[src/design/date_add_subtract_days_assert.svh]
// Assertion macros for the date add/subtract block.
// Used by date_add_subtract_days.sv; expects clk_i and rst_ni in scope.
`ifndef DATE_ADD_SUBTRACT_DAYS_ASSERT_SVH
`define DATE_ADD_SUBTRACT_DAYS_ASSERT_SVH

// Check a property outside of reset.
`define DASD_ASSERT(name, prop, msg) \
  name: assert property (@(posedge clk_i) disable iff (!rst_ni) prop) else $error(msg);

// Check a property on every edge, reset included.
`define DASD_ASSERT_ALWAYS(name, prop, msg) \
  name: assert property (@(posedge clk_i) prop) else $error(msg);

`endif

[src/design/dasd_pkg.sv]
// Package for the date add/subtract block: widths, month lengths, leap rule,
// and the microcode program of the sequencer. No dependencies.
package dasd_pkg;

  localparam int unsigned OFFSET_BITS = 16;
  localparam int unsigned YEAR_W      = 14;
  localparam int unsigned D_W         = OFFSET_BITS + 2;
  localparam logic [YEAR_W-1:0] MAX_YEAR = YEAR_W'(9999);

  // Error codes
  localparam logic [1:0] ERR_NONE  = 2'd0;
  localparam logic [1:0] ERR_DATE  = 2'd1;
  localparam logic [1:0] ERR_RANGE = 2'd2;

  // Months
  localparam logic [3:0] MON_JAN = 4'd1;
  localparam logic [3:0] MON_DEC = 4'd12;

  // Year position within the 400-year cycle
  localparam logic [YEAR_W-1:0] CYCLE_LEN  = YEAR_W'(400);
  localparam logic [YEAR_W-1:0] CYCLE_LAST = YEAR_W'(399);

  // Program steps
  typedef logic [2:0] step_t;
  localparam step_t S_IDLE   = 3'd0;
  localparam step_t S_REDUCE = 3'd1;
  localparam step_t S_CHECK  = 3'd2;
  localparam step_t S_PREP   = 3'd3;
  localparam step_t S_ADD    = 3'd4;
  localparam step_t S_SUB    = 3'd5;
  localparam step_t S_FINISH = 3'd6;

  typedef enum logic [2:0] {
    A_NONE,
    A_LOAD,
    A_REDUCE,
    A_CHECK,
    A_PREP,
    A_ADD_STEP,
    A_SUB_STEP,
    A_EMIT
  } act_e;

  typedef enum logic [2:0] {
    C_ALWAYS,
    C_NO_INPUT,
    C_CYCLE_DONE,
    C_INVALID,
    C_SUB,
    C_ADD_EXIT,
    C_SUB_EXIT,
    C_OUT_FULL
  } cond_e;

  // One control word: action, jump condition, jump target, else-target
  typedef struct packed {
    act_e  act;
    cond_e cond;
    step_t tgt;
    step_t nxt;
  } ucode_t;

  // Control store
  function automatic ucode_t ucode_rom(input step_t pc);
    ucode_t w;
    case (pc)
      S_IDLE:   w = '{act: A_LOAD,     cond: C_NO_INPUT,   tgt: S_IDLE,   nxt: S_REDUCE};
      S_REDUCE: w = '{act: A_REDUCE,   cond: C_CYCLE_DONE, tgt: S_CHECK,  nxt: S_REDUCE};
      S_CHECK:  w = '{act: A_CHECK,    cond: C_INVALID,    tgt: S_FINISH, nxt: S_PREP};
      S_PREP:   w = '{act: A_PREP,     cond: C_SUB,        tgt: S_SUB,    nxt: S_ADD};
      S_ADD:    w = '{act: A_ADD_STEP, cond: C_ADD_EXIT,   tgt: S_FINISH, nxt: S_ADD};
      S_SUB:    w = '{act: A_SUB_STEP, cond: C_SUB_EXIT,   tgt: S_FINISH, nxt: S_SUB};
      S_FINISH: w = '{act: A_EMIT,     cond: C_OUT_FULL,   tgt: S_FINISH, nxt: S_IDLE};
      default:  w = '{act: A_NONE,     cond: C_ALWAYS,     tgt: S_IDLE,   nxt: S_IDLE};
    endcase
    return w;
  endfunction

  // Gregorian leap rule from the year's position in the 400-year cycle
  function automatic logic is_leap(input logic [8:0] ycyc);
    return (ycyc[1:0] == 2'd0) &&
           (ycyc != 9'd100) && (ycyc != 9'd200) && (ycyc != 9'd300);
  endfunction

  // Month length; zero for a month code outside 1..12
  function automatic logic [4:0] month_len(input logic [3:0] month, input logic leap);
    logic [4:0] len;
    case (month)
      4'd1, 4'd3, 4'd5, 4'd7, 4'd8, 4'd10, 4'd12: len = 5'd31;
      4'd4, 4'd6, 4'd9, 4'd11:                     len = 5'd30;
      4'd2:                                        len = leap ? 5'd29 : 5'd28;
      default:                                     len = 5'd0;
    endcase
    return len;
  endfunction

endpackage

[src/design/date_add_subtract_days.sv]
// Gregorian date plus/minus a day count, run by a small microcoded sequencer.
// Depends on dasd_pkg and date_add_subtract_days_assert.svh.

// One item at a time. After an item is taken, the sequencer reduces the year
// into a 400-year cycle by subtracting 400 per cycle, checks the date (CHECK
// step) and applies the count (PREP step), then walks the date one month per
// cycle until a step sees the walk end, and in its FINISH step, once the
// output register no longer holds an untaken result, writes the result into
// that register. An invalid start date goes from the check straight to the
// FINISH step. A new item is taken the cycle after the result is written,
// even if that result has not yet been taken. A result that is not taken
// holds the next item in its last step. An invalid start date returns error
// code 1, a result beyond years 1..9999 error code 2, both with zeroed date
// fields.
module date_add_subtract_days (
  input  logic        clk_i,
  input  logic        rst_ni,
  input  logic        s_axis_tvalid_i,
  output logic        s_axis_tready_o,
  // in_day[4:0], in_month[8:5], in_year[22:9], offset_days[38:23], zero fill
  input  logic [39:0] s_axis_tdata_i,
  // func[0]
  input  logic [0:0]  s_axis_tuser_i,
  output logic        m_axis_tvalid_o,
  input  logic        m_axis_tready_i,
  // out_day[4:0], out_month[8:5], out_year[22:9], zero fill
  output logic [23:0] m_axis_tdata_o,
  // error_code[1:0]
  output logic [1:0]  m_axis_tuser_o
);

  localparam int unsigned YW = dasd_pkg::YEAR_W;
  localparam int unsigned DW = dasd_pkg::D_W;

  dasd_pkg::step_t  pc_q, pc_d;
  dasd_pkg::ucode_t uw;

  logic                 func_q;
  logic signed [DW-1:0] d_q, d_d;
  logic [3:0]           month_q, month_d;
  logic [YW-1:0]        year_q, year_d;
  logic [YW-1:0]        ycyc_q, ycyc_d;
  logic [dasd_pkg::OFFSET_BITS-1:0] off_q;
  logic [1:0]           err_q, err_d;

  logic                 out_valid_q, out_valid_d;
  logic [4:0]           out_day_q;
  logic [3:0]           out_month_q;
  logic [YW-1:0]        out_year_q;
  logic [1:0]           out_err_q;

  logic                 accept;
  logic                 emit;
  logic                 cond_true;
  logic                 leap_cur;
  logic [4:0]           len_cur;
  logic signed [DW-1:0] len_cur_s;
  logic                 invalid;
  logic                 add_exit;
  logic                 sub_exit;
  logic                 out_full;
  logic [3:0]           month_back;
  logic [YW-1:0]        ycyc_back;
  logic [4:0]           len_back;

  // Fetch the control word
  assign uw = dasd_pkg::ucode_rom(pc_q);

  assign s_axis_tready_o = (uw.act == dasd_pkg::A_LOAD);
  assign accept          = s_axis_tvalid_i && s_axis_tready_o;
  assign out_full        = out_valid_q && !m_axis_tready_i;
  assign emit            = (uw.act == dasd_pkg::A_EMIT) && !out_full;

  // Month length of the current month and of the month one step back
  assign leap_cur   = dasd_pkg::is_leap(ycyc_q[8:0]);
  assign len_cur    = dasd_pkg::month_len(month_q, leap_cur);
  assign len_cur_s  = $signed({{(DW-5){1'b0}}, len_cur});
  assign month_back = (month_q == dasd_pkg::MON_JAN) ? dasd_pkg::MON_DEC : month_q - 4'd1;
  assign ycyc_back  = (month_q != dasd_pkg::MON_JAN) ? ycyc_q :
                      (ycyc_q == '0) ? dasd_pkg::CYCLE_LAST : ycyc_q - YW'(1);
  assign len_back   = dasd_pkg::month_len(month_back, dasd_pkg::is_leap(ycyc_back[8:0]));

  // Start date validity; d_q holds the day while checking
  assign invalid = (year_q == '0) || (year_q > dasd_pkg::MAX_YEAR) ||
                   (month_q == '0) || (month_q > dasd_pkg::MON_DEC) ||
                   (d_q == '0) || (d_q > len_cur_s);

  assign add_exit = (err_q != dasd_pkg::ERR_NONE) || (d_q <= len_cur_s);
  assign sub_exit = (err_q != dasd_pkg::ERR_NONE) || (d_q > $signed(DW'(0)));

  // Evaluate the jump condition
  always_comb begin
    case (uw.cond)
      dasd_pkg::C_ALWAYS:     cond_true = 1'b1;
      dasd_pkg::C_NO_INPUT:   cond_true = !s_axis_tvalid_i;
      dasd_pkg::C_CYCLE_DONE: cond_true = (ycyc_q < dasd_pkg::CYCLE_LEN);
      dasd_pkg::C_INVALID:    cond_true = invalid;
      dasd_pkg::C_SUB:        cond_true = func_q;
      dasd_pkg::C_ADD_EXIT:   cond_true = add_exit;
      dasd_pkg::C_SUB_EXIT:   cond_true = sub_exit;
      dasd_pkg::C_OUT_FULL:   cond_true = out_full;
      default:                cond_true = 1'b1;
    endcase
  end

  // Advance the step counter
  always_comb begin
    pc_d = cond_true ? uw.tgt : uw.nxt;
  end

  // Datapath actions
  always_comb begin
    d_d     = d_q;
    month_d = month_q;
    year_d  = year_q;
    ycyc_d  = ycyc_q;
    err_d   = err_q;
    case (uw.act)
      dasd_pkg::A_LOAD: begin
        if (accept) begin
          d_d     = $signed({{(DW-5){1'b0}}, s_axis_tdata_i[4:0]});
          month_d = s_axis_tdata_i[8:5];
          year_d  = s_axis_tdata_i[22:9];
          ycyc_d  = s_axis_tdata_i[22:9];
          err_d   = dasd_pkg::ERR_NONE;
        end
      end
      dasd_pkg::A_REDUCE: begin
        if (ycyc_q >= dasd_pkg::CYCLE_LEN) begin
          ycyc_d = ycyc_q - dasd_pkg::CYCLE_LEN;
        end
      end
      dasd_pkg::A_CHECK: begin
        if (invalid) begin
          err_d = dasd_pkg::ERR_DATE;
        end
      end
      dasd_pkg::A_PREP: begin
        if (func_q) begin
          d_d = d_q - $signed({2'b00, off_q});
        end else begin
          d_d = d_q + $signed({2'b00, off_q});
        end
      end
      dasd_pkg::A_ADD_STEP: begin
        // Drop the current month and carry into the next one
        if (!add_exit) begin
          d_d = d_q - len_cur_s;
          if (month_q == dasd_pkg::MON_DEC) begin
            month_d = dasd_pkg::MON_JAN;
            year_d  = year_q + YW'(1);
            ycyc_d  = (ycyc_q == dasd_pkg::CYCLE_LAST) ? '0 : ycyc_q + YW'(1);
            if (year_q >= dasd_pkg::MAX_YEAR) begin
              err_d = dasd_pkg::ERR_RANGE;
            end
          end else begin
            month_d = month_q + 4'd1;
          end
        end
      end
      dasd_pkg::A_SUB_STEP: begin
        // Borrow the whole previous month
        if (!sub_exit) begin
          month_d = month_back;
          ycyc_d  = ycyc_back;
          d_d     = d_q + $signed({{(DW-5){1'b0}}, len_back});
          if (month_q == dasd_pkg::MON_JAN) begin
            year_d = year_q - YW'(1);
            if (year_q == YW'(1)) begin
              err_d = dasd_pkg::ERR_RANGE;
            end
          end
        end
      end
      default: begin
      end
    endcase
  end

  // Output register handshake
  always_comb begin
    out_valid_d = out_valid_q;
    if (m_axis_tready_i) begin
      out_valid_d = 1'b0;
    end
    if (emit) begin
      out_valid_d = 1'b1;
    end
  end

  // Control state
  always_ff @(posedge clk_i or negedge rst_ni) begin
    if (!rst_ni) begin
      pc_q        <= dasd_pkg::S_IDLE;
      out_valid_q <= 1'b0;
      err_q       <= dasd_pkg::ERR_NONE;
    end else begin
      pc_q        <= pc_d;
      out_valid_q <= out_valid_d;
      err_q       <= err_d;
    end
  end

  // Working registers
  always_ff @(posedge clk_i) begin
    d_q     <= d_d;
    month_q <= month_d;
    year_q  <= year_d;
    ycyc_q  <= ycyc_d;
    if (accept) begin
      func_q <= s_axis_tuser_i[0];
      off_q  <= s_axis_tdata_i[38:23];
    end
  end

  // Result register; zero the date on error
  always_ff @(posedge clk_i) begin
    if (emit) begin
      out_err_q <= err_q;
      if (err_q != dasd_pkg::ERR_NONE) begin
        out_day_q   <= '0;
        out_month_q <= '0;
        out_year_q  <= '0;
      end else begin
        out_day_q   <= d_q[4:0];
        out_month_q <= month_q;
        out_year_q  <= year_q;
      end
    end
  end

  assign m_axis_tvalid_o = out_valid_q;
  assign m_axis_tdata_o  = {1'b0, out_year_q, out_month_q, out_day_q};
  assign m_axis_tuser_o  = out_err_q;

`include "date_add_subtract_days_assert.svh"

  `DASD_ASSERT_ALWAYS(a_no_result_in_reset, !rst_ni |=> !m_axis_tvalid_o, "result valid in reset")
  `DASD_ASSERT(a_err_zero_date, m_axis_tvalid_o && (m_axis_tuser_o != dasd_pkg::ERR_NONE) |-> (m_axis_tdata_o == '0), "error result with nonzero date")
  `DASD_ASSERT(a_err_code_legal, m_axis_tvalid_o |-> (m_axis_tuser_o == dasd_pkg::ERR_NONE) || (m_axis_tuser_o == dasd_pkg::ERR_DATE) || (m_axis_tuser_o == dasd_pkg::ERR_RANGE), "illegal error code")
  `DASD_ASSERT(a_ok_date_shape, m_axis_tvalid_o && (m_axis_tuser_o == dasd_pkg::ERR_NONE) |-> (m_axis_tdata_o[4:0] != 5'd0) && (m_axis_tdata_o[8:5] != 4'd0) && (m_axis_tdata_o[8:5] <= dasd_pkg::MON_DEC), "ok result with bad day or month")
  `DASD_ASSERT(a_accept_starts_program, accept |=> (pc_q == dasd_pkg::S_REDUCE), "accepted item did not start the program")

endmodule
[config.mk]
export PLATFORM = sky130hd
export DESIGN_NAME = date_add_subtract_days
export DESIGN_NICKNAME = d
export VERILOG_FILES = /design/src/design/dasd_pkg.sv /design/src/design/date_add_subtract_days.sv
export VERILOG_INCLUDE_DIRS = /design/src /design/src/design
export SDC_FILE = /design/constraint.sdc
export NUM_CORES = 1
export LEC_CHECK = 0
export BUFFER_PORTS_ARGS = -buffer_cell sky130_fd_sc_hd__buf_2
export CAP_MARGIN = 20
export CORE_MARGIN = 4
export CORE_UTILIZATION = 44
export CTS_CLUSTER_SIZE = 12
export DETAILED_ROUTE_END_ITERATION = 6
export PLACE_DENSITY = 0.69
export RECOVER_POWER = 25
export SETUP_SLACK_MARGIN = 0.5
export SLEW_MARGIN = 20
export SYNTH_ARGS = -nofsm -noshare
export SYNTH_HDL_FRONTEND = slang
export SYNTH_SLANG_ARGS = --single-unit
export TNS_END_PERCENT = 30
[constraint.sdc]
create_clock -name clk_i -period 14.1 [get_ports clk_i]
set_clock_uncertainty 0.15 [all_clocks]
set_input_delay 2.82 -clock clk_i [delete_from_list [all_inputs] [get_ports clk_i]]
set_output_delay 2.82 -clock clk_i [all_outputs]
set_load 0.005 [all_outputs]
==> impl_metrics.yaml, run 1 <==
yosys:
  synth_cell_type_count: 84
  synth-async-reset-ratio_pct: 6.12
  syn_inst: 933
  ys_ff_latch: 98
  synth_commonest_cells: "94 x nor2_1, 92 x edfxtp_1, 84 x nand2_1, 58 x a21oi_1, 48 x xnor2_1"
  yosysSeqAreaShare_pct: 35.6
  yosysTopAreaCellShare_pct: 33.7
  syn_nets: 1026
  yosysMostFrequentCell: "nor2_1"
  synth_area_per_cell_um2: 8.78
  ys_top_cells_by_area: "edfxtp_1 34%, ha_1 7.0%, xnor2_1 5.1%, nor2_1 4.3%, nand2_1 3.8%"
  synth_area_mm2: 0.00819
  ys_warn_count: 0
  ys.flop_type: "edfxtp_1"
  synth_edf_count: 92
  synth_area_leader_cell: "edfxtp_1"
routing:
  routed_via_density: 6.01
  drc_errors: 0
  wire_per_inst_um: 17.8
  vias: 7196
  drt_iter0_drc: 820
  drt-total-wl_um: 21400
  ant_nets: 0
  drt_pre_antenna_iters: 6
worst_hold_path:
  min_from: "pc_q[0]"
  hold_class: "reg -> reg"
  hold-path-endpoint: "pc_q[0]"
  holdPathStages: 2
finish:
  layout.nets: 1057
  fill_cells: 1772
  layout-drive-gt1-share_pct: 11.1
  area_delta_synth_final_pct: 9.00
  antenna-diode-count: 0
global_route:
  grt_pass1_wl_um: 34700
  overflow: 0
  grt_usage_pct: 20.8
  antenna_found_initial: 0
  grt_pass1_vias: 6644
  grt_max_degree: 33
clock_network:
  h-tree-depth: 3
  cts_tree: "built"
  cts_resized: 0
  cts_hold_buf: 0
  cts_setup_buffers: 0
  cts_sinks: 98
  ctsRootBufferMaster: "clkbuf_16"
  cts_buffer_depth: 2
  clk_latency_ns: 0.36
  clk_pin_slew_ns: 0.07
  cts_buffers: 9
place:
  dpl.hpwl_um: 15700
  dp_slack_ns: 8.63
  port_buffers: 70
  gp_congestion: 0.923
setup_path:
  timing.setup.critical_path_class: "reg -> reg"
  r2r_slack_ns: 8.00
  cp.required_ns: 14.04
  endpoint_kind: "register"
  rr_endpoint: "d_q[16]"
  crit_path_max_fanout: 21
  rr_startpoint: "pc_q[0]"
  rr_worst_depth: 18
  cp.arrival_ns: 6.04
  timing.critical_path.from_type: "register"
sta:
  final_hold_viol_count: 0
  slew_viol_final: 25
  post-route-period-util_pct: 43.3
  finalCriticalPeriod_ns: 6.10
  setup_viol: 0
  relSlewSlack_pct: -0.452
  setup_ws_ns: 8.00
  rsz0062_at_grt: "false"
  setup_tns_ns: 0
  max_freq_mhz: 164
  worst_pin_slew_ns: 1.51
power_and_ir_drop:
  powerDensity_mw_per_mm2: 285
  power_mw: 2.54
  ir_drop_v: 0.000107
  power.leakage_nw: 3.30
job:
  drv_cap: 1
run_status:
  failed_checks: "max-capacitance violations, max-slew violations"
  status: "finished, violations left"
die:
  start_util_pct: 45.1
  dieHeight_um: 144
  ios: 73
  rows: 49
  die_area_mm2: 0.0209
  die_w_um: 144
  core_mm2: 0.0181
==> per-stage QoR <==
stage / instances / utilization, % / hold WS [ns] / instance area, µm²
after global routing: 1198 / 49.2 / 0.567 / 8930
after detailed placement: 1182 / 47.6 / 0.513 / 8640
after global placement: 1182 / 47.6 / 0.502 / 8640
final: 1198 / 49.2 / 0.524 / 8930
after CTS: 1198 / 49.2 / 0.524 / 8930
after floorplan: 933 / - / 0.273 / 8190
==> area by class of cell <==
class,count,area [µm²],area share [%]
Sequential cell,98,2910,32.6
Clock inverter,6,65.1,0.729
Multi-Input combinational cell,747,4930,55.3
Tap cell,229,287,3.21
Timing Repair Buffer,75,378,4.23
Clock buffer,10,229,2.56
Inverter,33,124,1.39
==> cell families (layout without fill, tap and decap cells) <==
logic type / count (synthesis) / in the layout / synth area share [%]
xor+xnor: 75 / 75 / 8.02
other cells: 1 / 1 / 0.0458
fa+ha+maj: 48 / 48 / 7.51
flops: 98 / 98 / 35.6
buf+inv: 88 / 124 / 4.32
compound gates: 249 / 249 / 20.5
simple gates: 369 / 369 / 23.4
mux: 5 / 5 / 0.611
==> layout by cell type (no fill, tap or decap), types with 13 or more instances in the layout <==
master | netlist | layout
nor2b_1 | 13 | 13
nand3_1 | 28 | 28
a31oi_1 | 16 | 16
nor3_1 | 30 | 29
xor2_1 | 27 | 27
nand4_1 | 13 | 13
xnor2_1 | 48 | 48
o21ai_0 | 45 | 45
ha_1 | 46 | 46
and2_0 | 1 | 16
o22ai_1 | 20 | 20
nand2_1 | 84 | 84
nor2_1 | 94 | 93
buf_2 | 10 | 68
a21oi_1 | 58 | 58
and2_1 | 30 | 14
inv_1 | 33 | 33
edfxtp_1 | 92 | 92
and3_1 | 17 | 17
==> where the power goes <==
group | internal (mW) | switching (mW) | leakage [nW]
clock network | 0.139 | 0.116 | 0.143
registers | 0.551 | 0.205 | 0.941
logic | 0.616 | 0.918 | 2.22
==> sequential cells by signal, indices dropped and copies added, names as in the netlist, 2 cells and up <==
signal,count
month_q,4
out_year_q,14
year_q,14
m_axis_tuser_o,2
off_q,16
out_day_q,5
err_q,2
d_q,18
pc_q,3
ycyc_q,14
out_month_q,4
==> how the worst max path moves through the flow <==
stage,slack (ns),cells past startpoint,to,start
final,8.00,18,d_q[16],pc_q[0]
after floorplan,9.41,5,s_axis_tready_o,pc_q[0]
after CTS,8.60,21,d_q[16],month_q[1]
after global placement,8.60,21,d_q[16],month_q[1]
after detailed placement,8.63,21,d_q[16],month_q[1]
after global routing,7.46,18,d_q[16],pc_q[0]
==> per-layer routing <==
layer  track usage, %  vias to the layer above  part of all wire, %
met1             31.1                     3319                   48
met5                0                        -                    0
li1                 -                     3538                    -
met2             30.8                      306                   43
met3             3.31                       33                  7.5
met4             6.77                        0                  1.9
==> critical path: stages, from the launching register on <==
cell and delay (ns):
dfrtp_1 0.46, inv_1 0.16, ha_1 0.38, or4b_1 0.26, and2_0 1.04, clkbuf_1 0.79
o311ai_0 0.33, o221ai_1 0.16, ha_1 0.21, inv_1 0.05, fa_1 0.40, nor2b_1 0.18
o2111ai_1 0.16, a31oi_1 0.37, a21boi_0 0.21, o21ai_0 0.20, a21oi_1 0.10, xor2_1 0.13
o22ai_1 0.09
No activity file was read; power rests on OpenSTA's default activity.
==> run 2: changes to the inputs <==
Clock period 14.1 ns to 6.1 ns, I/O delays scaled along.
==> run 2 against run 1 <==
Compared with the run above:
- the flow now finishes without violations
- worst hold slack got worse by 0.0051 ns
- critical path type unchanged
- first-iteration DRC count grew 7.4%
- sequential share of layout area decreased by 0.30 points
- fmax grew 17%
- combinational power up 130%
- die area unchanged
- core utilization rose by 0.46 points
- sequential power rose by 130%
- register-to-register slack lost 7.1 ns
- clock power rose by 150%
- final cell count is 0.42% higher
==> impl_metrics.yaml, run 2 (synthesized netlist as in run 1, its figures left out) <==
power_and_ir_drop:
  ir_drop_v: 0.000261
  power.leakage_nw: 3.34
  pwr-share-clk_pct: 10.5
  sw_frac_of_total_pct: 48.3
  switchingPower_mw: 2.87
  powerDensity_mw_per_mm2: 660
  intPower_mw: 3.08
  p_seq_share_pct: 29.2
  p_comb_share_pct: 60.3
clock_network:
  clk_pin_slew_ns: 0.07
  cts_tree: "built"
  cts_hold_buf: 0
  clk_latency_ns: 0.36
  cts_buffers: 9
  cts_buffer_depth: 2
  cts_sinks: 98
  ctsRootBufferMaster: "clkbuf_16"
  h-tree-depth: 3
die:
  core_mm2: 0.0181
  die_area_mm2: 0.0209
  rows: 49
  dieHeight_um: 144
  die_w_um: 144
  ios: 73
  start_util_pct: 45.1
sta:
  post-route-period-util_pct: 85.5
  max_freq_mhz: 192
  slew_viol_final: 0
  finalCriticalPeriod_ns: 5.22
  setup_tns_ns: 0
  final_hold_viol_count: 0
  setup_viol: 0
  worst_pin_slew_ns: 1.16
  relSlewSlack_pct: 22.4
  rsz0062_at_grt: "false"
finish:
  layout_common_cells: "93 x nor2_1, 92 x edfxtp_1, 84 x nand2_1"
  antenna-diode-count: 0
  layout.nets: 1062
  reg_top3: "d_q x18, off_q x16"
  layout-drive-gt1-share_pct: 11.8
  top_register: "d_q"
  fin_area_mm2: 0.00901
  fill_cells: 1697
  area_delta_synth_final_pct: 10.0
  largest_reg_flops: 18
  final_common_cell: "nor2_1"
routing:
  vias: 7287
  routed_via_density: 6.06
  drt_iter0_drc: 881
  drt_pre_antenna_iters: 6
  drt-total-wl_um: 21600
  dr_wl_met3_um: 1580
  drc_errors: 0
  wire_per_inst_um: 18.0
  ant_nets: 0
  top_layer: "met4"
  met1Wirelength_um: 10400
  wl_met2_um: 9280
global_route:
  grt_max_degree: 33
  antenna_found_initial: 0
  overflow: 0
  grt_pass1_vias: 6512
  grt_usage_pct: 20.8
  grt_pass1_wl_um: 34700
setup_path:
  r2r_slack_ns: 0.88
  critPathSlowestCell: "edfxtp_1"
  rr_startpoint: "month_q[1]"
  cp_top_family: "compound AO/OA/AOI/OAI gates"
  endpoint_kind: "register"
  cp_slowest_stage_delay_ns: 0.50
  rr_endpoint: "d_q[16]"
  timing.setup.critical_path_class: "reg -> reg"
  timing.critical_path.from_type: "register"
  worstPathCellList: "inv_1 > ha_2 > or3b_4 > o41ai_2 > nand2_1 > nor2b_1 > a21oi_1 > or4b_1 > a21oi_1 > o221ai_1 > ha_1 > inv_1 > fa_1 > nor2b_1 > o2111ai_1 > a31oi_2 > a21boi_1 > o21ai_0 > a21oi_1 > xor2_1 > o22ai_1"
  crit_path_max_fanout: 9
  crit_top_cell: "a21oi_1"
  cp.required_ns: 6.02
  rr_worst_depth: 21
  cp.arrival_ns: 5.14
  cp_num_buf_inv: 2
run_status:
  status: "finished, final reports clean"
place:
  gp_congestion: 0.897
  dpl.hpwl_um: 15800
  port_buffers: 70
  place_area_mm2: 0.00865
worst_hold_path:
  hold_class: "reg -> reg"
  holdPathStages: 2
  hold-path-endpoint: "pc_q[0]"
  min_from: "pc_q[0]"
job:
  drv_cap: 0
-- run 2: cell types whose count changed in the layout (fill, tap and decap cells not counted), sizes merged --
| cell | change |
|---|---|
| buf | +5 |
| inv | -1 |
| bufinv | +1 |
-- run 2: cell type report --
type	instances	area (µm²)	share of cell area [%]
Multi-Input combinational cell	747	4950	54.9
Timing Repair Buffer	80	420	4.66
Inverter	33	124	1.37
Sequential cell	98	2910	32.3
Clock buffer	10	229	2.54
Clock inverter	6	88.8	0.986
Tap cell	229	287	3.18
-- run 2: metal layers --
layer | global-route usage, % | vias up
met5 | 0 | -
met4 | 5.99 | 0
met3 | 3.01 | 24
met2 | 30.4 | 275
met1 | 31.8 | 3445
li1 | - | 3543
-- run 2: tightest hold or removal path, stage by stage, from the launching register on --
cell and delay, ns:
dfrtp_1 0.45, nand4_1 0.11, o31ai_1 0.07
-- run 2: how the worst max path moves through the flow --
stage                    to  cells past startpoint  startpoint
finish              d_q[16]                     21  month_q[1]
global route        d_q[16]                     21  month_q[1]
CTS                 d_q[16]                     21  month_q[1]
detailed placement  d_q[16]                     21  month_q[1]
global placement    d_q[16]                     21  month_q[1]
floorplan           d_q[16]                     22  month_q[1]
-- run 2: metrics by stage --
step | setup slack [ns] | hold slack [ns] | cells | utilization, % | power (mW)
5_1_grt | 0.514 | 0.565 | 1203 | 49.7 | 6.45
4_1_cts | 0.651 | 0.523 | 1200 | 49.4 | 5.87
6_report | 0.883 | 0.519 | 1203 | 49.7 | 5.95
2_1_floorplan | 1.50 | 0.273 | 933 | - | 4.37
3_3_place_gp | 0.736 | 0.498 | 1184 | 47.7 | 5.18
3_5_place_dp | 0.672 | 0.512 | 1184 | 47.7 | 5.23
-- run 2: power groups by stage --
stage                     sequential, mW  combinational, mW  clock, mW
after CTS                           1.73               3.50      0.631
after detailed placement            1.75               3.49          0
after global placement              1.74               3.44          0
final                               1.74               3.59      0.625
after floorplan                     1.47               2.90          0
after global routing                1.80               3.99      0.661
-- run 2: timing repair --
item,CTS,global route
hold endpoints to repair,0,0
buffers inserted,0,3
endpoints found under the setup margin,0,7
resized for setup,0,6
